<file path="src/rtl/core/adc_scale_moving_average_macros.svh">
// Assertion helpers shared by the filter core.
// Each expects a clock named clk and an active-low reset named arst_n.
`ifndef ADC_SCALE_MOVING_AVERAGE_MACROS_SVH
`define ADC_SCALE_MOVING_AVERAGE_MACROS_SVH

// Consequent must hold in the same cycle as the antecedent
`define ADCSMA_ASSERT_IMP(lbl, ante, cons, msg) \
	lbl: assert property (@(posedge clk) disable iff (!arst_n) (ante) |-> (cons)) \
		else $error(msg);

// Consequent must hold in the cycle after the antecedent
`define ADCSMA_ASSERT_NXT(lbl, ante, cons, msg) \
	lbl: assert property (@(posedge clk) disable iff (!arst_n) (ante) |=> (cons)) \
		else $error(msg);

`endif

</file>
<file path="src/rtl/core/adcsma_pkg.sv">
package adcsma_pkg;

	// Slots and ring depth
	localparam int SLOTS       = 8;
	localparam int MAX_TAPS    = 128;
	localparam int SLOT_W      = 3;
	localparam int COUNT_W     = 12;
	localparam int LEN_W       = 8;
	localparam int POS_W       = $clog2(MAX_TAPS);
	localparam int N_W         = $clog2(MAX_TAPS + 1);
	localparam int TAP_DEPTH   = SLOTS * MAX_TAPS;
	localparam int TAP_ADDR_W  = $clog2(TAP_DEPTH);

	// Datapath widths
	localparam int CODE_W      = 14;
	localparam int SUM_W       = CODE_W + $clog2(MAX_TAPS);
	localparam int VREF_W      = 13;
	localparam int PROD_W      = SUM_W + VREF_W;
	localparam int FRAC_SHIFT  = 8;
	localparam int NUM_W       = PROD_W + FRAC_SHIFT;
	localparam int MV_PER_V    = 1000;
	localparam int DEN_W       = $clog2(MV_PER_V * MAX_TAPS + 1);
	localparam int QUO_W       = 23;
	localparam int VOLT_W      = 24;
	localparam int DIV_CNT_W   = $clog2(QUO_W + 1);

	// Conversion constants
	localparam int BIP_SPLIT   = 2048;
	localparam int BIP_BIAS    = 4097;
	localparam int SUM_MAX     = 4354 * MAX_TAPS;

	// APB register map
	localparam int PADDR_W     = 5;
	localparam int PDATA_W     = 32;
	localparam int REG_IDX_W   = PADDR_W - 2;
	localparam logic [REG_IDX_W-1:0] REG_ENABLE   = 3'd0;
	localparam logic [REG_IDX_W-1:0] REG_UNIPOLAR = 3'd1;
	localparam logic [REG_IDX_W-1:0] REG_VREF     = 3'd2;
	localparam logic [REG_IDX_W-1:0] REG_OFFSET   = 3'd3;
	localparam logic [REG_IDX_W-1:0] REG_FILTLEN  = 3'd4;

	localparam logic [1:0] VREF_RESET = 2'd3;

	typedef struct packed {
		logic [7:0]        enable_mask;
		logic [7:0]        unipolar_mask;
		logic [1:0]        vref_sel;
		logic signed [7:0] offset_cal;
		logic [LEN_W-1:0]  filter_length;
		logic              len_wr;
	} cfg_t;

	// Reference in millivolts
	function automatic logic [VREF_W-1:0] vref_mv(input logic [1:0] sel);
		logic [VREF_W-1:0] mv;
		case (sel)
			2'd0:    mv = VREF_W'(1200);
			2'd1:    mv = VREF_W'(2500);
			2'd2:    mv = VREF_W'(4096);
			default: mv = VREF_W'(5000);
		endcase
		return mv;
	endfunction

endpackage

</file>
<file path="src/rtl/core/adcsma_regs.sv">
module adcsma_regs (
	input  logic                            clk,
	input  logic                            arst_n,
	input  logic                            psel,
	input  logic                            penable,
	input  logic                            pwrite,
	input  logic [adcsma_pkg::PADDR_W-1:0]  paddr,
	input  logic [adcsma_pkg::PDATA_W-1:0]  pwdata,
	output logic [adcsma_pkg::PDATA_W-1:0]  prdata,
	output logic                            pready,
	output adcsma_pkg::cfg_t                cfg
);

	logic [adcsma_pkg::REG_IDX_W-1:0] idx;
	logic                             wr;

	assign pready = 1'b1;
	assign idx    = paddr[adcsma_pkg::PADDR_W-1:2];
	assign wr     = psel & penable & pwrite;

	// Register writes; a length write also flags the filter clear
	always_ff @(posedge clk or negedge arst_n) begin
		if (!arst_n) begin
			cfg.enable_mask   <= '0;
			cfg.unipolar_mask <= '0;
			cfg.vref_sel      <= adcsma_pkg::VREF_RESET;
			cfg.offset_cal    <= '0;
			cfg.filter_length <= '0;
			cfg.len_wr        <= 1'b0;
		end else begin
			cfg.len_wr <= 1'b0;
			if (wr) begin
				case (idx)
					adcsma_pkg::REG_ENABLE:   cfg.enable_mask   <= pwdata[7:0];
					adcsma_pkg::REG_UNIPOLAR: cfg.unipolar_mask <= pwdata[7:0];
					adcsma_pkg::REG_VREF:     cfg.vref_sel      <= pwdata[1:0];
					adcsma_pkg::REG_OFFSET:   cfg.offset_cal    <= $signed(pwdata[7:0]);
					adcsma_pkg::REG_FILTLEN: begin
						cfg.filter_length <= pwdata[adcsma_pkg::LEN_W-1:0];
						cfg.len_wr        <= 1'b1;
					end
					default: ;
				endcase
			end
		end
	end

	// Read-back
	always_comb begin
		case (idx)
			adcsma_pkg::REG_ENABLE:   prdata = adcsma_pkg::PDATA_W'(cfg.enable_mask);
			adcsma_pkg::REG_UNIPOLAR: prdata = adcsma_pkg::PDATA_W'(cfg.unipolar_mask);
			adcsma_pkg::REG_VREF:     prdata = adcsma_pkg::PDATA_W'(cfg.vref_sel);
			adcsma_pkg::REG_OFFSET:   prdata = adcsma_pkg::PDATA_W'($unsigned(cfg.offset_cal));
			adcsma_pkg::REG_FILTLEN:  prdata = adcsma_pkg::PDATA_W'(cfg.filter_length);
			default:                  prdata = '0;
		endcase
	end

endmodule

</file>
<file path="config.mk">
export PLATFORM = sky130hd
export DESIGN_NAME = adcsma_regs
export DESIGN_NICKNAME = d
export VERILOG_FILES = /design/src/rtl/core/adc_scale_moving_average_macros.svh /design/src/rtl/core/adcsma_pkg.sv /design/src/rtl/core/adcsma_regs.sv
export SDC_FILE = /design/constraint.sdc
export NUM_CORES = 1
export LEC_CHECK = 0
export BUFFER_PORTS_ARGS = -buffer_cell sky130_fd_sc_hd__buf_2
export CORE_ASPECT_RATIO = 0.7
export CORE_MARGIN = 2
export CORE_UTILIZATION = 30
export CTS_CLUSTER_SIZE = 25
export DETAILED_ROUTE_END_ITERATION = 7
export GPL_ROUTABILITY_DRIVEN = 0
export PLACE_DENSITY_LB_ADDON = 0.2
export SKIP_LAST_GASP = 1
export SYNTH_ARGS = -nofsm -noshare
export SYNTH_HDL_FRONTEND = slang
export SYNTH_SLANG_ARGS = --single-unit
</file>
<file path="constraint.sdc">
create_clock -name clk -period 1.67 [get_ports clk]
set_input_delay 0.2505 -clock clk [delete_from_list [all_inputs] [get_ports clk]]
set_output_delay 0.2505 -clock clk [all_outputs]
set_load 0.02 [all_outputs]
</file>
==> out/metrics.yaml <==
outcome:
  status: "finished clean"
sta:
  tns_ns: 0
  grt_setup_unrepaired: "false"
  period_share_pct: 94.6
  period_needed_ns: 1.58
  drv_slew: 0
  hold_viol: 0
  fmax_mhz: 633
  final-setup-viol-count: 0
  fin_ws_ns: 0.0901
  finClkSkew_ns: 0
setup_path:
  slowest_stage: "dfrtp_1"
  end_kind: "output pin"
  r2r_slack_ns: 0.88
  regToRegEndpoint: "cfg[2]"
  worstSetupPathType: "reg2out"
  critPathRequiredTime_ns: 1.42
  start_kind: "flop"
  r2r_start: "cfg[2]"
  critPathLaunch: "cfg[10]"
  critPathArrivalTime_ns: 1.33
  crit_chain: "mux2_2 > a21oi_1 > o21ai_0 > buf_2"
  cp_max_fo: 3
  max_stage_delay_ns: 0.40
  r2r_cells: 1
detailed_routing:
  firstDrtPassIters: 3
  viasPerCell: 4.35
  route.detailed.drc: 0
  route.top_layer_used: "met4"
  wl_met1_um: 2190
  vias: 1313
  ant_nets: 0
  drt_iter0_drc: 13
  routed_wl_um: 4430
  wl_met3_um: 266
  wl_per_cell_um: 14.7
  dr_wl_met2_um: 1910
grt:
  track_usage_pct: 13.1
  first_global_vias: 1290
  antenna_found_initial: 0
  grt.overflow.total: 0
  grt_start_max_net_pins: 36
  grt_pass1_wl_um: 6920
logic_synthesis:
  synth_top_area_cell: "dfrtp_1"
  syn_area_um2: 1900
  yosys.area.top_type_share_pct: 43.6
  synth_seq_cells: 35
  synth_edf_count: 0
  ys_types: 30
  synth_area_per_cell_um2: 12.4
  ys_warn_count: 0
  seq_area_frac_synth_pct: 46.3
  synth.area.top_cells: "dfrtp_1 44%, mux2_2 16%, buf_4 10%"
  synth_cells: 153
  synth_flop_cell: "dfrtp_1"
  synth-async-reset-ratio_pct: 100
floorplanning:
  io_pins: 110
  rows: 24
  die_w_um: 99.0
  core_um2: 6160
  die-area_um2: 6980
  die_h_um: 70.5
  initial_core_util_pct: 30.8
clock_network:
  h-tree-depth: 2
  cts_buffers: 5
  clock_path_buffers: 2
  clk_latency_ns: 0.29
  cts_tree: "yes"
  cts_root_buf: "clkbuf_8"
  post_cts_buffers: 0
  clock-sinks: 35
  clk_pin_slew_ns: 0.07
placed_design:
  numPortBuffers: 58
  dp_worst_setup_slack_ns: 0.0379
  place_hpwl_um: 3360
power_and_ir_drop:
  powerDensity_nw_per_um2: 1100
  internal_power_uw: 1650
  sw_frac_of_total_pct: 35.7
  ir_worst_vdd_mv: 0.388
  seqPwrFrac_pct: 44.6
  comb_power_share_pct: 32.3
  power_leakage_uw: 0.00123
  clkPwrFrac_pct: 23.1
  power.switching_uw: 916
worst_hold_path:
  hold_start: "pwdata[3]"
  min_to: "cfg[30]"
  hp-class: "in2reg"
  hold_depth: 2
finish:
  nets: 265
  largest_registers: "cfg: 35 flops"
  regMostFlops: "cfg"
  drive_gt1_share_pct: 55.8
  areaGrowthSynthToFinish_pct: 23.4
  largest_register_ffs: 35
  num-fill-cells: 652
  antenna_cells: 0
run:
  cap_violations: 0
[worst max-delay path: cells and delay by family (launching register included)]
kind | cells | cell delay (ns)
buffers and inverters | 1 | 0.16
multiplexers | 1 | 0.27
flip-flops | 1 | 0.40
AO/OA/AOI/OAI | 2 | 0.20
[cell usage in the layout, fill, tap and decap left out, types with 5 or more instances in the layout]
cell type  Yosys  routed
mux2i_1        7       7
buf_2          2      58
clkbuf_8       0       5
o221ai_1       6       6
dfrtp_1       33      33
conb_1         2      25
nand2_1       14      14
mux2_2        27      27
mux2_4         8       8
buf_4         26      15
[final cells by class]
class	count	area, µm²	share of cell area [%]
clock buffers	7	76.3	3.26
clock inverters	1	5.00	0.214
multi-input cells	107	868	37.1
flip-flops and latches	35	878	37.6
well taps	78	97.6	4.17
repair buffers	74	413	17.7
[stage by stage]
step	utilization (%)	cell area, µm²	hold slack (ns)	power [µW]	std cells
floorplan	-	1980	-0.0451	1730	176
global placement	36.5	2240	0.324	1990	293
detailed placement	36.5	2240	0.321	2000	293
CTS	37.9	2340	0.224	2610	302
global route	38.0	2340	0.230	2710	302
finish	38.0	2340	0.233	2570	302
[worst max path at each step]
stage                           end
after global routing      prdata[1]
after floorplan           prdata[0]
after global placement      cfg[30]
after CTS                 prdata[1]
final                     prdata[1]
after detailed placement     cfg[2]
[power groups by stage]
| stage | registers (µW) | clock network, µW | logic, µW |
|---|---|---|---|
| detailed placement | 1160 | 0 | 839 |
| floorplan | 1340 | 0 | 388 |
| finish | 1140 | 594 | 829 |
| global route | 1170 | 653 | 889 |
| CTS | 1150 | 618 | 841 |
| global placement | 1160 | 0 | 829 |
[cell families after synthesis]
logic type	count (synthesis)	share of synthesized area, %
AOI/OAI and AO/OA	12	4.75
buffers and inverters	34	12.5
DFF	35	46.3
muxes	42	26.1
other	2	0.396
and+or+nand+nor	28	9.90
[synth_stat cells (2+ instances only)]
cell and n:
mux2_2 27, a21oi_1 2, buf_4 26, mux2_4 8
nand3_1 2, clkbuf_2 2, buf_2 2, clkbuf_1 3
dfrtp_1 33, o221ai_1 6, and3b_2 2, mux2i_1 7
conb_1 2, nand2_1 14, dfstp_2 2
[layer usage]
layer	vias to the layer above	global-route usage, %
li1	630	-
met1	634	18.9
met2	44	18.2
met3	5	4.30
met4	0	5.02
met5	-	0
[timing repair]
| item | CTS | global route |
|---|---|---|
| gates resized for setup | 0 | 1 |
| endpoints found under the setup margin | 0 | 1 |
| hold endpoints to repair | 2 | 0 |
| hold buffers | 1 | 0 |
(Power assumes the default switching activity.)
