$ cat src/rtl/core/adc_scale_moving_average_macros.svh
// Assertion helpers shared by the filter core.
// Each expects a clock named clk and an active-low reset named arst_n.
`ifndef ADC_SCALE_MOVING_AVERAGE_MACROS_SVH
`define ADC_SCALE_MOVING_AVERAGE_MACROS_SVH

// Consequent must hold in the same cycle as the antecedent
`define ADCSMA_ASSERT_IMP(lbl, ante, cons, msg) \
	lbl: assert property (@(posedge clk) disable iff (!arst_n) (ante) |-> (cons)) \
		else $error(msg);

// Consequent must hold in the cycle after the antecedent
`define ADCSMA_ASSERT_NXT(lbl, ante, cons, msg) \
	lbl: assert property (@(posedge clk) disable iff (!arst_n) (ante) |=> (cons)) \
		else $error(msg);

`endif

$ cat src/rtl/core/adcsma_pkg.sv
package adcsma_pkg;

	// Slots and ring depth
	localparam int SLOTS       = 8;
	localparam int MAX_TAPS    = 128;
	localparam int SLOT_W      = 3;
	localparam int COUNT_W     = 12;
	localparam int LEN_W       = 8;
	localparam int POS_W       = $clog2(MAX_TAPS);
	localparam int N_W         = $clog2(MAX_TAPS + 1);
	localparam int TAP_DEPTH   = SLOTS * MAX_TAPS;
	localparam int TAP_ADDR_W  = $clog2(TAP_DEPTH);

	// Datapath widths
	localparam int CODE_W      = 14;
	localparam int SUM_W       = CODE_W + $clog2(MAX_TAPS);
	localparam int VREF_W      = 13;
	localparam int PROD_W      = SUM_W + VREF_W;
	localparam int FRAC_SHIFT  = 8;
	localparam int NUM_W       = PROD_W + FRAC_SHIFT;
	localparam int MV_PER_V    = 1000;
	localparam int DEN_W       = $clog2(MV_PER_V * MAX_TAPS + 1);
	localparam int QUO_W       = 23;
	localparam int VOLT_W      = 24;
	localparam int DIV_CNT_W   = $clog2(QUO_W + 1);

	// Conversion constants
	localparam int BIP_SPLIT   = 2048;
	localparam int BIP_BIAS    = 4097;
	localparam int SUM_MAX     = 4354 * MAX_TAPS;

	// APB register map
	localparam int PADDR_W     = 5;
	localparam int PDATA_W     = 32;
	localparam int REG_IDX_W   = PADDR_W - 2;
	localparam logic [REG_IDX_W-1:0] REG_ENABLE   = 3'd0;
	localparam logic [REG_IDX_W-1:0] REG_UNIPOLAR = 3'd1;
	localparam logic [REG_IDX_W-1:0] REG_VREF     = 3'd2;
	localparam logic [REG_IDX_W-1:0] REG_OFFSET   = 3'd3;
	localparam logic [REG_IDX_W-1:0] REG_FILTLEN  = 3'd4;

	localparam logic [1:0] VREF_RESET = 2'd3;

	typedef struct packed {
		logic [7:0]        enable_mask;
		logic [7:0]        unipolar_mask;
		logic [1:0]        vref_sel;
		logic signed [7:0] offset_cal;
		logic [LEN_W-1:0]  filter_length;
		logic              len_wr;
	} cfg_t;

	// Reference in millivolts
	function automatic logic [VREF_W-1:0] vref_mv(input logic [1:0] sel);
		logic [VREF_W-1:0] mv;
		case (sel)
			2'd0:    mv = VREF_W'(1200);
			2'd1:    mv = VREF_W'(2500);
			2'd2:    mv = VREF_W'(4096);
			default: mv = VREF_W'(5000);
		endcase
		return mv;
	endfunction

endpackage

$ cat src/rtl/core/adcsma_div.sv
module adcsma_div (
	input  logic                            clk,
	input  logic                            arst_n,
	input  logic                            start,
	input  logic [adcsma_pkg::NUM_W-1:0]    dividend,
	input  logic [adcsma_pkg::DEN_W-1:0]    divisor,
	output logic                            done,
	output logic [adcsma_pkg::QUO_W-1:0]    quotient
);

	localparam int QW = adcsma_pkg::QUO_W;
	localparam int DW = adcsma_pkg::DEN_W;

	logic [adcsma_pkg::DIV_CNT_W-1:0] cnt_q;
	logic                             done_q;
	logic [DW-1:0]                    rem_q;
	logic [QW-1:0]                    lo_q;
	logic [DW-1:0]                    den_q;
	logic [DW:0]                      trial;
	logic                             ge;

	// Restoring step: one quotient bit per cycle; the top of the
	// dividend is already below the divisor, so QW steps suffice
	assign trial    = {rem_q, lo_q[QW-1]};
	assign ge       = trial >= {1'b0, den_q};
	assign done     = done_q;
	assign quotient = lo_q;

	always_ff @(posedge clk or negedge arst_n) begin
		if (!arst_n) begin
			cnt_q  <= '0;
			done_q <= 1'b0;
		end else begin
			done_q <= 1'b0;
			if (start) begin
				cnt_q <= adcsma_pkg::DIV_CNT_W'(QW);
			end else if (cnt_q != '0) begin
				cnt_q  <= cnt_q - 1'b1;
				done_q <= (cnt_q == adcsma_pkg::DIV_CNT_W'(1));
			end
		end
	end

	always_ff @(posedge clk) begin
		if (start) begin
			rem_q <= DW'(dividend[adcsma_pkg::NUM_W-1:QW]);
			lo_q  <= dividend[QW-1:0];
			den_q <= divisor;
		end else if (cnt_q != '0) begin
			rem_q <= ge ? DW'(trial - {1'b0, den_q}) : DW'(trial);
			lo_q  <= {lo_q[QW-2:0], ge};
		end
	end

endmodule

$ cat config.mk
export PLATFORM = sky130hd
export DESIGN_NAME = adcsma_div
export DESIGN_NICKNAME = d
export VERILOG_FILES = /design/src/rtl/core/adc_scale_moving_average_macros.svh /design/src/rtl/core/adcsma_pkg.sv /design/src/rtl/core/adcsma_div.sv
export SDC_FILE = /design/constraint.sdc
export NUM_CORES = 1
export LEC_CHECK = 0
export ABC_CLOCK_PERIOD_IN_PS = 3100
export BUFFER_PORTS_ARGS = -buffer_cell sky130_fd_sc_hd__buf_2
export CORE_MARGIN = 2
export CORE_UTILIZATION = 35
export CTS_BUF_LIST = sky130_fd_sc_hd__clkbuf_2 sky130_fd_sc_hd__clkbuf_4 sky130_fd_sc_hd__clkbuf_8
export CTS_CLUSTER_DIAMETER = 30
export DETAILED_ROUTE_END_ITERATION = 16
export GPL_ROUTABILITY_DRIVEN = 0
export HOLD_SLACK_MARGIN = 0.08
export PLACE_DENSITY = 0.57
export SLEW_MARGIN = 10
export SYNTH_ARGS = -nofsm -noshare
export SYNTH_HDL_FRONTEND = slang
export SYNTH_SLANG_ARGS = --single-unit
$ cat constraint.sdc
create_clock -name clk -period 3.1 [get_ports clk]
set_input_delay 0.155 -clock clk [delete_from_list [all_inputs] [get_ports clk]]
set_output_delay 0.155 -clock clk [all_outputs]
set_load 0.01 [all_outputs]
==> flow_metrics.env, run 1 <==
export IMPL_outcome="finished clean"
export IMPL_drt_wl_total_mm=7.845
export IMPL_synth_top_area_share=0.4773
export IMPL_hold_worst_slack_ns=0.09834
export IMPL_required_ns=3.20
export IMPL_floorplan_die_width_um=105.2
export IMPL_power_report_internal_total_uw=2316
export IMPL_ir_worst_vdd_mv=0.3515
export IMPL_tritoncts_num_buffers=9
export IMPL_placement_rows=36
export IMPL_final_layout_size_suffix_gt1_frac=0.3230
export IMPL_slew_viol_final=0
export IMPL_postCtsSetupRepairBufs=0
export IMPL_ctsLongestPathBuffers=2
export IMPL_synthToLayoutAreaGrowth_pct=26.97
export IMPL_max_freq_mhz=368.9
export IMPL_reported_max_cap_violation_count=0
export IMPL_synth_most_common_cell="edfxtp_1"
export IMPL_finish_net_count=496
export IMPL_synth_ff_latch_count=63
export IMPL_power_density_mw_per_mm2=798.5
export IMPL_insertedDiodeCount=0
export IMPL_netSwitchingFraction=0.3631
export IMPL_grt_setup_unrepaired="no"
export IMPL_ys_dominant_reg_cell="edfxtp_1"
export IMPL_worstSetupStartpointType="register"
export IMPL_period_share=0.8744
export IMPL_synth_enable_flop_cells=57
export IMPL_transition_time_at_the_pin_with_the_least_slew_margin_ns=0.7270
export IMPL_distinct_cell_type_count_after_synthesis=49
export IMPL_relSlewSlack=0.5153
export IMPL_worstSetupEndpointType="register"
export IMPL_p_total_uw=3636
export IMPL_filler_cell_count=937
export IMPL_dp_final_hpwl_mm=5.457
export IMPL_worst_hold_path_type="input port to register"
export IMPL_grt_antenna_before_repair=1
export IMPL_pwr_share_seq=0.342
export IMPL_hold_viol=0
export IMPL_final_cells=551
export IMPL_drt_pre_antenna_iters=4
export IMPL_number_of_drc_violations_after_detailed_routing_iteration_0=102
export IMPL_ctsHtreeMaxLevel=3
export IMPL_grt_overflow_total=0
export IMPL_postCtsHoldBufs=18
export IMPL_power_share_combinational=0.434
export IMPL_die_height_um=105.2
export IMPL_timing_hold_worst_path_depth=3
export IMPL_clock_tree_from_tritoncts="done"
export IMPL_synthDominantAreaCellType="edfxtp_1"
export IMPL_vias=2691
export IMPL_post_synth_inst_count=307
export IMPL_netSwitchingPower_uw=1320
export IMPL_synth_nets=390
export IMPL_cts_root_buffer="clkbuf_8"
export IMPL_groute_usage_overall=0.1503
export IMPL_pin_count_of_the_biggest_net_entering_global_routing=60
export IMPL_routed_via_density=4.884
export IMPL_grt_pass1_vias=2884
export IMPL_num_io_pins=86
export IMPL_period_needed_ns=2.711
export IMPL_async_reset_ff_frac=0.09524
export IMPL_type_of_the_worst_setup_path="register to register"
export IMPL_start_util=0.3635
export IMPL_setup_violations_final=0
export IMPL_placed_cells=517
export IMPL_power_clock_fraction=0.225
export IMPL_clock_skew_final_ns=0.009324
export IMPL_timing_setup_tns_ns=0
export IMPL_first_pass_grt_wire_length_mm=13.32
export IMPL_dieArea_mm2=0.01107
export IMPL_ys_warn_count=0
export IMPL_route_detailed_wl_per_inst_um=14.24
export IMPL_syn_avg_cell_area_um2=11.68
export IMPL_core_area_mm2=0.009864
export IMPL_ant_nets=0
export IMPL_drc_errors=0
export IMPL_critical_path_max_fanout=3
export IMPL_cts_sink_count=63
export IMPL_power_leakage_uw=0.001961
export IMPL_cts_repair_resized=0
export IMPL_timing_reg2reg_worst_path_depth=10
export IMPL_worst_skew_pair_late_latency_ns=0.35
export IMPL_synthTopCellsByCount="edfxtp_1 (57), nand2_1 (29), a21oi_1 (23), mux2_2 (23), inv_1 (22)"
export IMPL_numPortBuffers=83
export IMPL_ys_top_cells_by_area="edfxtp_1 (48%), mux2_2 (7.2%), ha_1 (7.0%)"
export IMPL_cts_clk_slew_worst_paths_ns=0.07
export IMPL_synth_area_mm2=0.003586
export IMPL_worst_ep_arrival_time_ns=2.81
export IMPL_synth_yosys_seq_area_share=0.5192
placed cells by master (no fill, tap or decap), drive strengths merged, types with 3 or more instances in the layout:
master,n
o21ai,14
nand2,29
dfrtp,6
o22ai,3
mux2i,11
nor2,15
xnor2,10
nor3,3
edfxtp,57
nand4,6
nor3b,4
o211ai,6
mux2,23
inv,23
xor2,4
a21o,6
a21oi,24
clkbuf,9
clkinv,3
dlygate4sd3,18
a221o,3
buf,89
ha,20
o21a,4
layout make-up:
cell class,instances,area [um2],share of cell area
flip-flops and latches,63,1862,0.4089
multi-input cells,209,1578,0.3465
repair buffers,107,640.6,0.1407
well taps,133,166.4,0.03655
clock buffers,9,123.9,0.02721
clock inverters,7,96.34,0.02116
inverters,23,86.33,0.01896
flip-flops by register name, summed over array words and instances (netlist names):
name	cells
cnt_q	5
quotient	23
den_q	17
rem_q	17
done	1
metal layers:
metal,up-vias,global-route usage,part of all wire
li1,1356,-,-
met1,1254,0.1815,0.46
met2,71,0.2516,0.46
met3,10,0.05133,0.070
met4,0,0.04762,0.011
met5,-,0,0
power by group through the flow:
stage                     sequential [uW]  combinational, uW  clock [uW]
after floorplan                      1250               1210           0
after global placement               1260               1540           0
after detailed placement             1260               1550           0
after CTS                            1250               1580         846
after global routing                 1270               1780         869
final                                1240               1580         816
worst max-delay path: stages (launching register included):
cell and delay [ns]:
edfxtp_1 0.41, inv_1 0.07, ha_1 0.15, inv_1 0.05, fa_1 0.43, a211oi_2 0.35, o211ai_2 0.16, a21oi_1 0.28
o31ai_2 0.11, xnor2_1 0.13, a221o_1 0.32
final timing paths:
check,from,to,slack (ns)
worst max-delay path,quotient[22]$_DFFE_PP_,rem_q[16]$_DFFE_PP_,0.39
worst min-delay path,dividend[25],rem_q[2]$_DFFE_PP_,0.1
worst max register to register,quotient[22]$_DFFE_PP_,rem_q[16]$_DFFE_PP_,0.39
worst min register to register,cnt_q[4]$_DFFE_PN0P_,cnt_q[4]$_DFFE_PN0P_,0.57
max in group asynchronous,arst_n,cnt_q[2]$_DFFE_PN0P_,2.81
min in group asynchronous,arst_n,cnt_q[3]$_DFFE_PN0P_,0.15
metrics by stage:
stage,cell area [um2],utilization,worst slack [ns]
floorplan,3586,-,0.5699
global placement,4153,0.4210,0.4254
detailed placement,4153,0.4210,0.4188
CTS,4553,0.4616,0.3948
global route,4553,0.4616,0.1966
finish,4553,0.4616,0.3894
cell families after synthesis:
group | after synthesis | share of synthesized area
xor gates and xnor gates | 14 | 0.03419
buffers and inverters | 35 | 0.04082
muxes | 34 | 0.1029
DFF | 63 | 0.5192
adders and majority gates | 21 | 0.07537
and+or+nand+nor | 68 | 0.09072
AOI/OAI and AO/OA | 72 | 0.1368
No activity file was read; power rests on OpenSTA's default activity.
==> run 2, diff against run 1 <==
ABC_AREA = 1   (was not set)
PLACE_DENSITY = 0.56   (was 0.57)
==> flow_metrics.env, run 2 <==
export IMPL_die_height_um=111.2
export IMPL_route_detailed_wl_per_inst_um=12.20
export IMPL_synth_enable_flop_cells=57
export IMPL_insertedDiodeCount=0
export IMPL_synth_most_common_cell="nand2_1"
export IMPL_critPathCapture="rem_q[16]$_DFFE_PP_"
export IMPL_synth_area_mm2=0.004023
export IMPL_critical_path_slowest_cell="fa_1"
export IMPL_pin_count_of_the_biggest_net_entering_global_routing=41
export IMPL_rr_endpoint="rem_q[16]$_DFFE_PP_"
export IMPL_grt_overflow_total=0
export IMPL_worst_ep_arrival_time_ns=2.61
export IMPL_final_cells=785
export IMPL_synthToLayoutAreaGrowth_pct=31.45
export IMPL_type_of_the_worst_setup_path="register to register"
export IMPL_path_cells="inv_1 -> ha_1 -> inv_1 -> fa_1 -> nand3_1 -> nand3_1 -> nand2_2 -> nand2_4 -> nand2_1 -> nand2_1 -> nand2_1 -> nand2_1"
export IMPL_routed_via_density=4.516
export IMPL_ir_worst_vdd_mv=0.3181
export IMPL_ant_nets=0
export IMPL_drt_pre_antenna_iters=4
export IMPL_final_layout_size_suffix_gt1_frac=0.2103
export IMPL_finalCoreUtilization=0.4671
export IMPL_start_util=0.3553
export IMPL_slew_viol_final=0
export IMPL_delay_of_the_slowest_cell_on_the_worst_path_ns=0.43
export IMPL_finish_net_count=721
export IMPL_filler_cell_count=1116
export IMPL_setup_violations_final=0
export IMPL_numPortBuffers=83
export IMPL_max_freq_mhz=400.0
export IMPL_syn_avg_cell_area_um2=8.045
export IMPL_ys_dominant_reg_cell="edfxtp_1"
export IMPL_timing_reg2reg_worst_path_depth=12
export IMPL_distinct_cell_type_count_after_synthesis=33
export IMPL_required_ns=3.21
export IMPL_timing_setup_tns_ns=0
export IMPL_rrSetupSlack_ns=0.60
export IMPL_hold_worst_slack_ns=0.09142
export IMPL_power_density_mw_per_mm2=709.5
export IMPL_grt_pass1_vias=3728
export IMPL_timing_critical_path_from="quotient[22]$_DFFE_PP_"
export IMPL_first_pass_grt_wire_length_mm=16.91
export IMPL_grt_antenna_before_repair=0
export IMPL_post_synth_inst_count=500
export IMPL_fin_area_mm2=0.005288
export IMPL_reported_max_cap_violation_count=0
export IMPL_largest_register_ffs=23
export IMPL_async_reset_ff_frac=0.09524
export IMPL_period_share=0.8065
export IMPL_cts_repair_resized=0
export IMPL_number_of_drc_violations_after_detailed_routing_iteration_0=123
export IMPL_num_io_pins=86
export IMPL_power_leakage_uw=0.002726
export IMPL_final_common_cell="nand2_1"
export IMPL_drt_wl_total_mm=9.576
export IMPL_worstSetupEndpointType="register"
export IMPL_worstSetupStartpointType="register"
export IMPL_placement_rows=39
export IMPL_transition_time_at_the_pin_with_the_least_slew_margin_ns=0.5539
export IMPL_synth_yosys_seq_area_share=0.4628
export IMPL_synthDominantAreaCellType="edfxtp_1"
export IMPL_layout_common_cells="nand2_1 (210), buf_2 (83), inv_1 (75)"
export IMPL_synth_top_area_share=0.4255
export IMPL_period_needed_ns=2.500
export IMPL_ys_warn_count=0
export IMPL_dieArea_mm2=0.01237
export IMPL_synth_ff_latch_count=63
export IMPL_tritoncts_num_buffers=9
export IMPL_worst_skew_pair_late_latency_ns=0.35
export IMPL_floorplan_die_width_um=111.2
export IMPL_clock_tree_from_tritoncts="done"
export IMPL_postCtsHoldBufs=53
export IMPL_clock_skew_final_ns=0.01832
export IMPL_ys_top_cells_by_area="edfxtp_1 (43%), nand2_1 (20%), inv_1 (7.0%)"
export IMPL_ctsLongestPathBuffers=2
export IMPL_groute_usage_overall=0.1667
export IMPL_core_area_mm2=0.01132
export IMPL_vias=3545
export IMPL_placed_area_mm2=0.004564
export IMPL_cpMostUsedCell="nand2_1"
export IMPL_postCtsSetupRepairBufs=0
export IMPL_drc_errors=0
export IMPL_synth_nets=583
export IMPL_relSlewSlack=0.6307
export IMPL_cts_sink_count=63
export IMPL_placed_cells=717
export IMPL_worst_hold_path_type="input port to register"
export IMPL_hold_viol=0
export IMPL_grt_setup_unrepaired="no"
export IMPL_outcome="finished clean"
export IMPL_ctsHtreeMaxLevel=3
export IMPL_critical_path_max_fanout=26
export IMPL_cts_root_buffer="clkbuf_8"
export IMPL_r2r_start="quotient[22]$_DFFE_PP_"
export IMPL_synthTopCellsByCount="nand2_1 (210), inv_1 (75), edfxtp_1 (57), nand3_1 (25), ha_1 (20)"
export IMPL_dp_final_hpwl_mm=6.628
export IMPL_cts_clk_slew_worst_paths_ns=0.08
run 2: cell count changes in the layout (fill, tap and decap cells not counted), moves of 6 or more:
cell           change
a21o_1             -6
a21oi_1           -11
dlygate4sd3_1     +35
inv_1             +53
mux2_2            -23
mux2i_1           -11
nand2_1          +181
nand2_2            +6
nand3_1           +23
nand3_2            +8
nand3b_1           +7
nor2_2             +9
o21ai_1            -7
o21ai_2            +8
run 2: layout make-up:
class	instances	area, um2	area share
clock inverter	4	47.55	0.008992
sequential	63	1862	0.3521
clock buffer	11	145.1	0.02745
timing repair buffer	139	968.4	0.1832
multi-input combinational	349	1800	0.3405
inverter	76	285.3	0.05395
tap	143	178.9	0.03384
run 2: stage by stage:
step,worst slack (ns),power (uW)
after floorplan,0.9614,2663
after global placement,0.6045,2967
after detailed placement,0.5829,2993
after CTS,0.5691,3797
after global routing,0.3965,4126
final,0.5999,3752
run 2: routing by layer:
| metal | global-route usage | part of all wire | vias up |
|---|---|---|---|
| met1 | 0.2124 | 0.47 | 1586 |
| li1 | - | - | 1853 |
| met5 | 0 | 0 | - |
| met2 | 0.2801 | 0.46 | 98 |
| met4 | 0.04198 | 0.0097 | 0 |
| met3 | 0.04702 | 0.061 | 8 |
run 2: how the worst min path moves through the flow:
stage,endpoint,start,cells past startpoint,slack (ns)
6_report,rem_q[14]$_DFFE_PP_,dividend[37],3,0.09
5_1_grt,rem_q[14]$_DFFE_PP_,dividend[37],3,0.08
4_1_cts,rem_q[14]$_DFFE_PP_,dividend[37],3,0.08
3_5_place_dp,cnt_q[0]$_DFFE_PN0P_,arst_n,1,-0.01
3_3_place_gp,cnt_q[3]$_DFFE_PN0P_,arst_n,1,-0.02
2_1_floorplan,cnt_q[0]$_DFFE_PN0P_,arst_n,0,-0.14
run 2: cells by family (layout without fill, tap and decap cells):
family,Yosys count,in the layout,share of synthesized area
AND/OR/NAND/NOR,294,294,0.3213
buffers and inverters,88,230,0.08958
flip-flops,63,63,0.4628
AO/OA/AOI/OAI,27,27,0.04386
adder cells (fa/ha/maj),21,21,0.06719
XOR/XNOR,7,7,0.01524
run 2: critical path: cells and delay by family, from the launching register on:
| family | cells | cell delay [ns] |
|---|---|---|
| buffers and inverters | 2 | 0.14 |
| adder cells (fa/ha/maj) | 2 | 0.56 |
| flip-flops | 1 | 0.42 |
| AND/OR/NAND/NOR | 8 | 1.12 |
run 2: where the power goes:
group	total [uW]	switching, uW	internal [uW]	leakage (uW)
sequential	1230	98.2	1130	0.000669
combinational	1790	1090	699	0.00196
clock	728	333	395	0.0000986
total	3750	1520	2230	0.00273
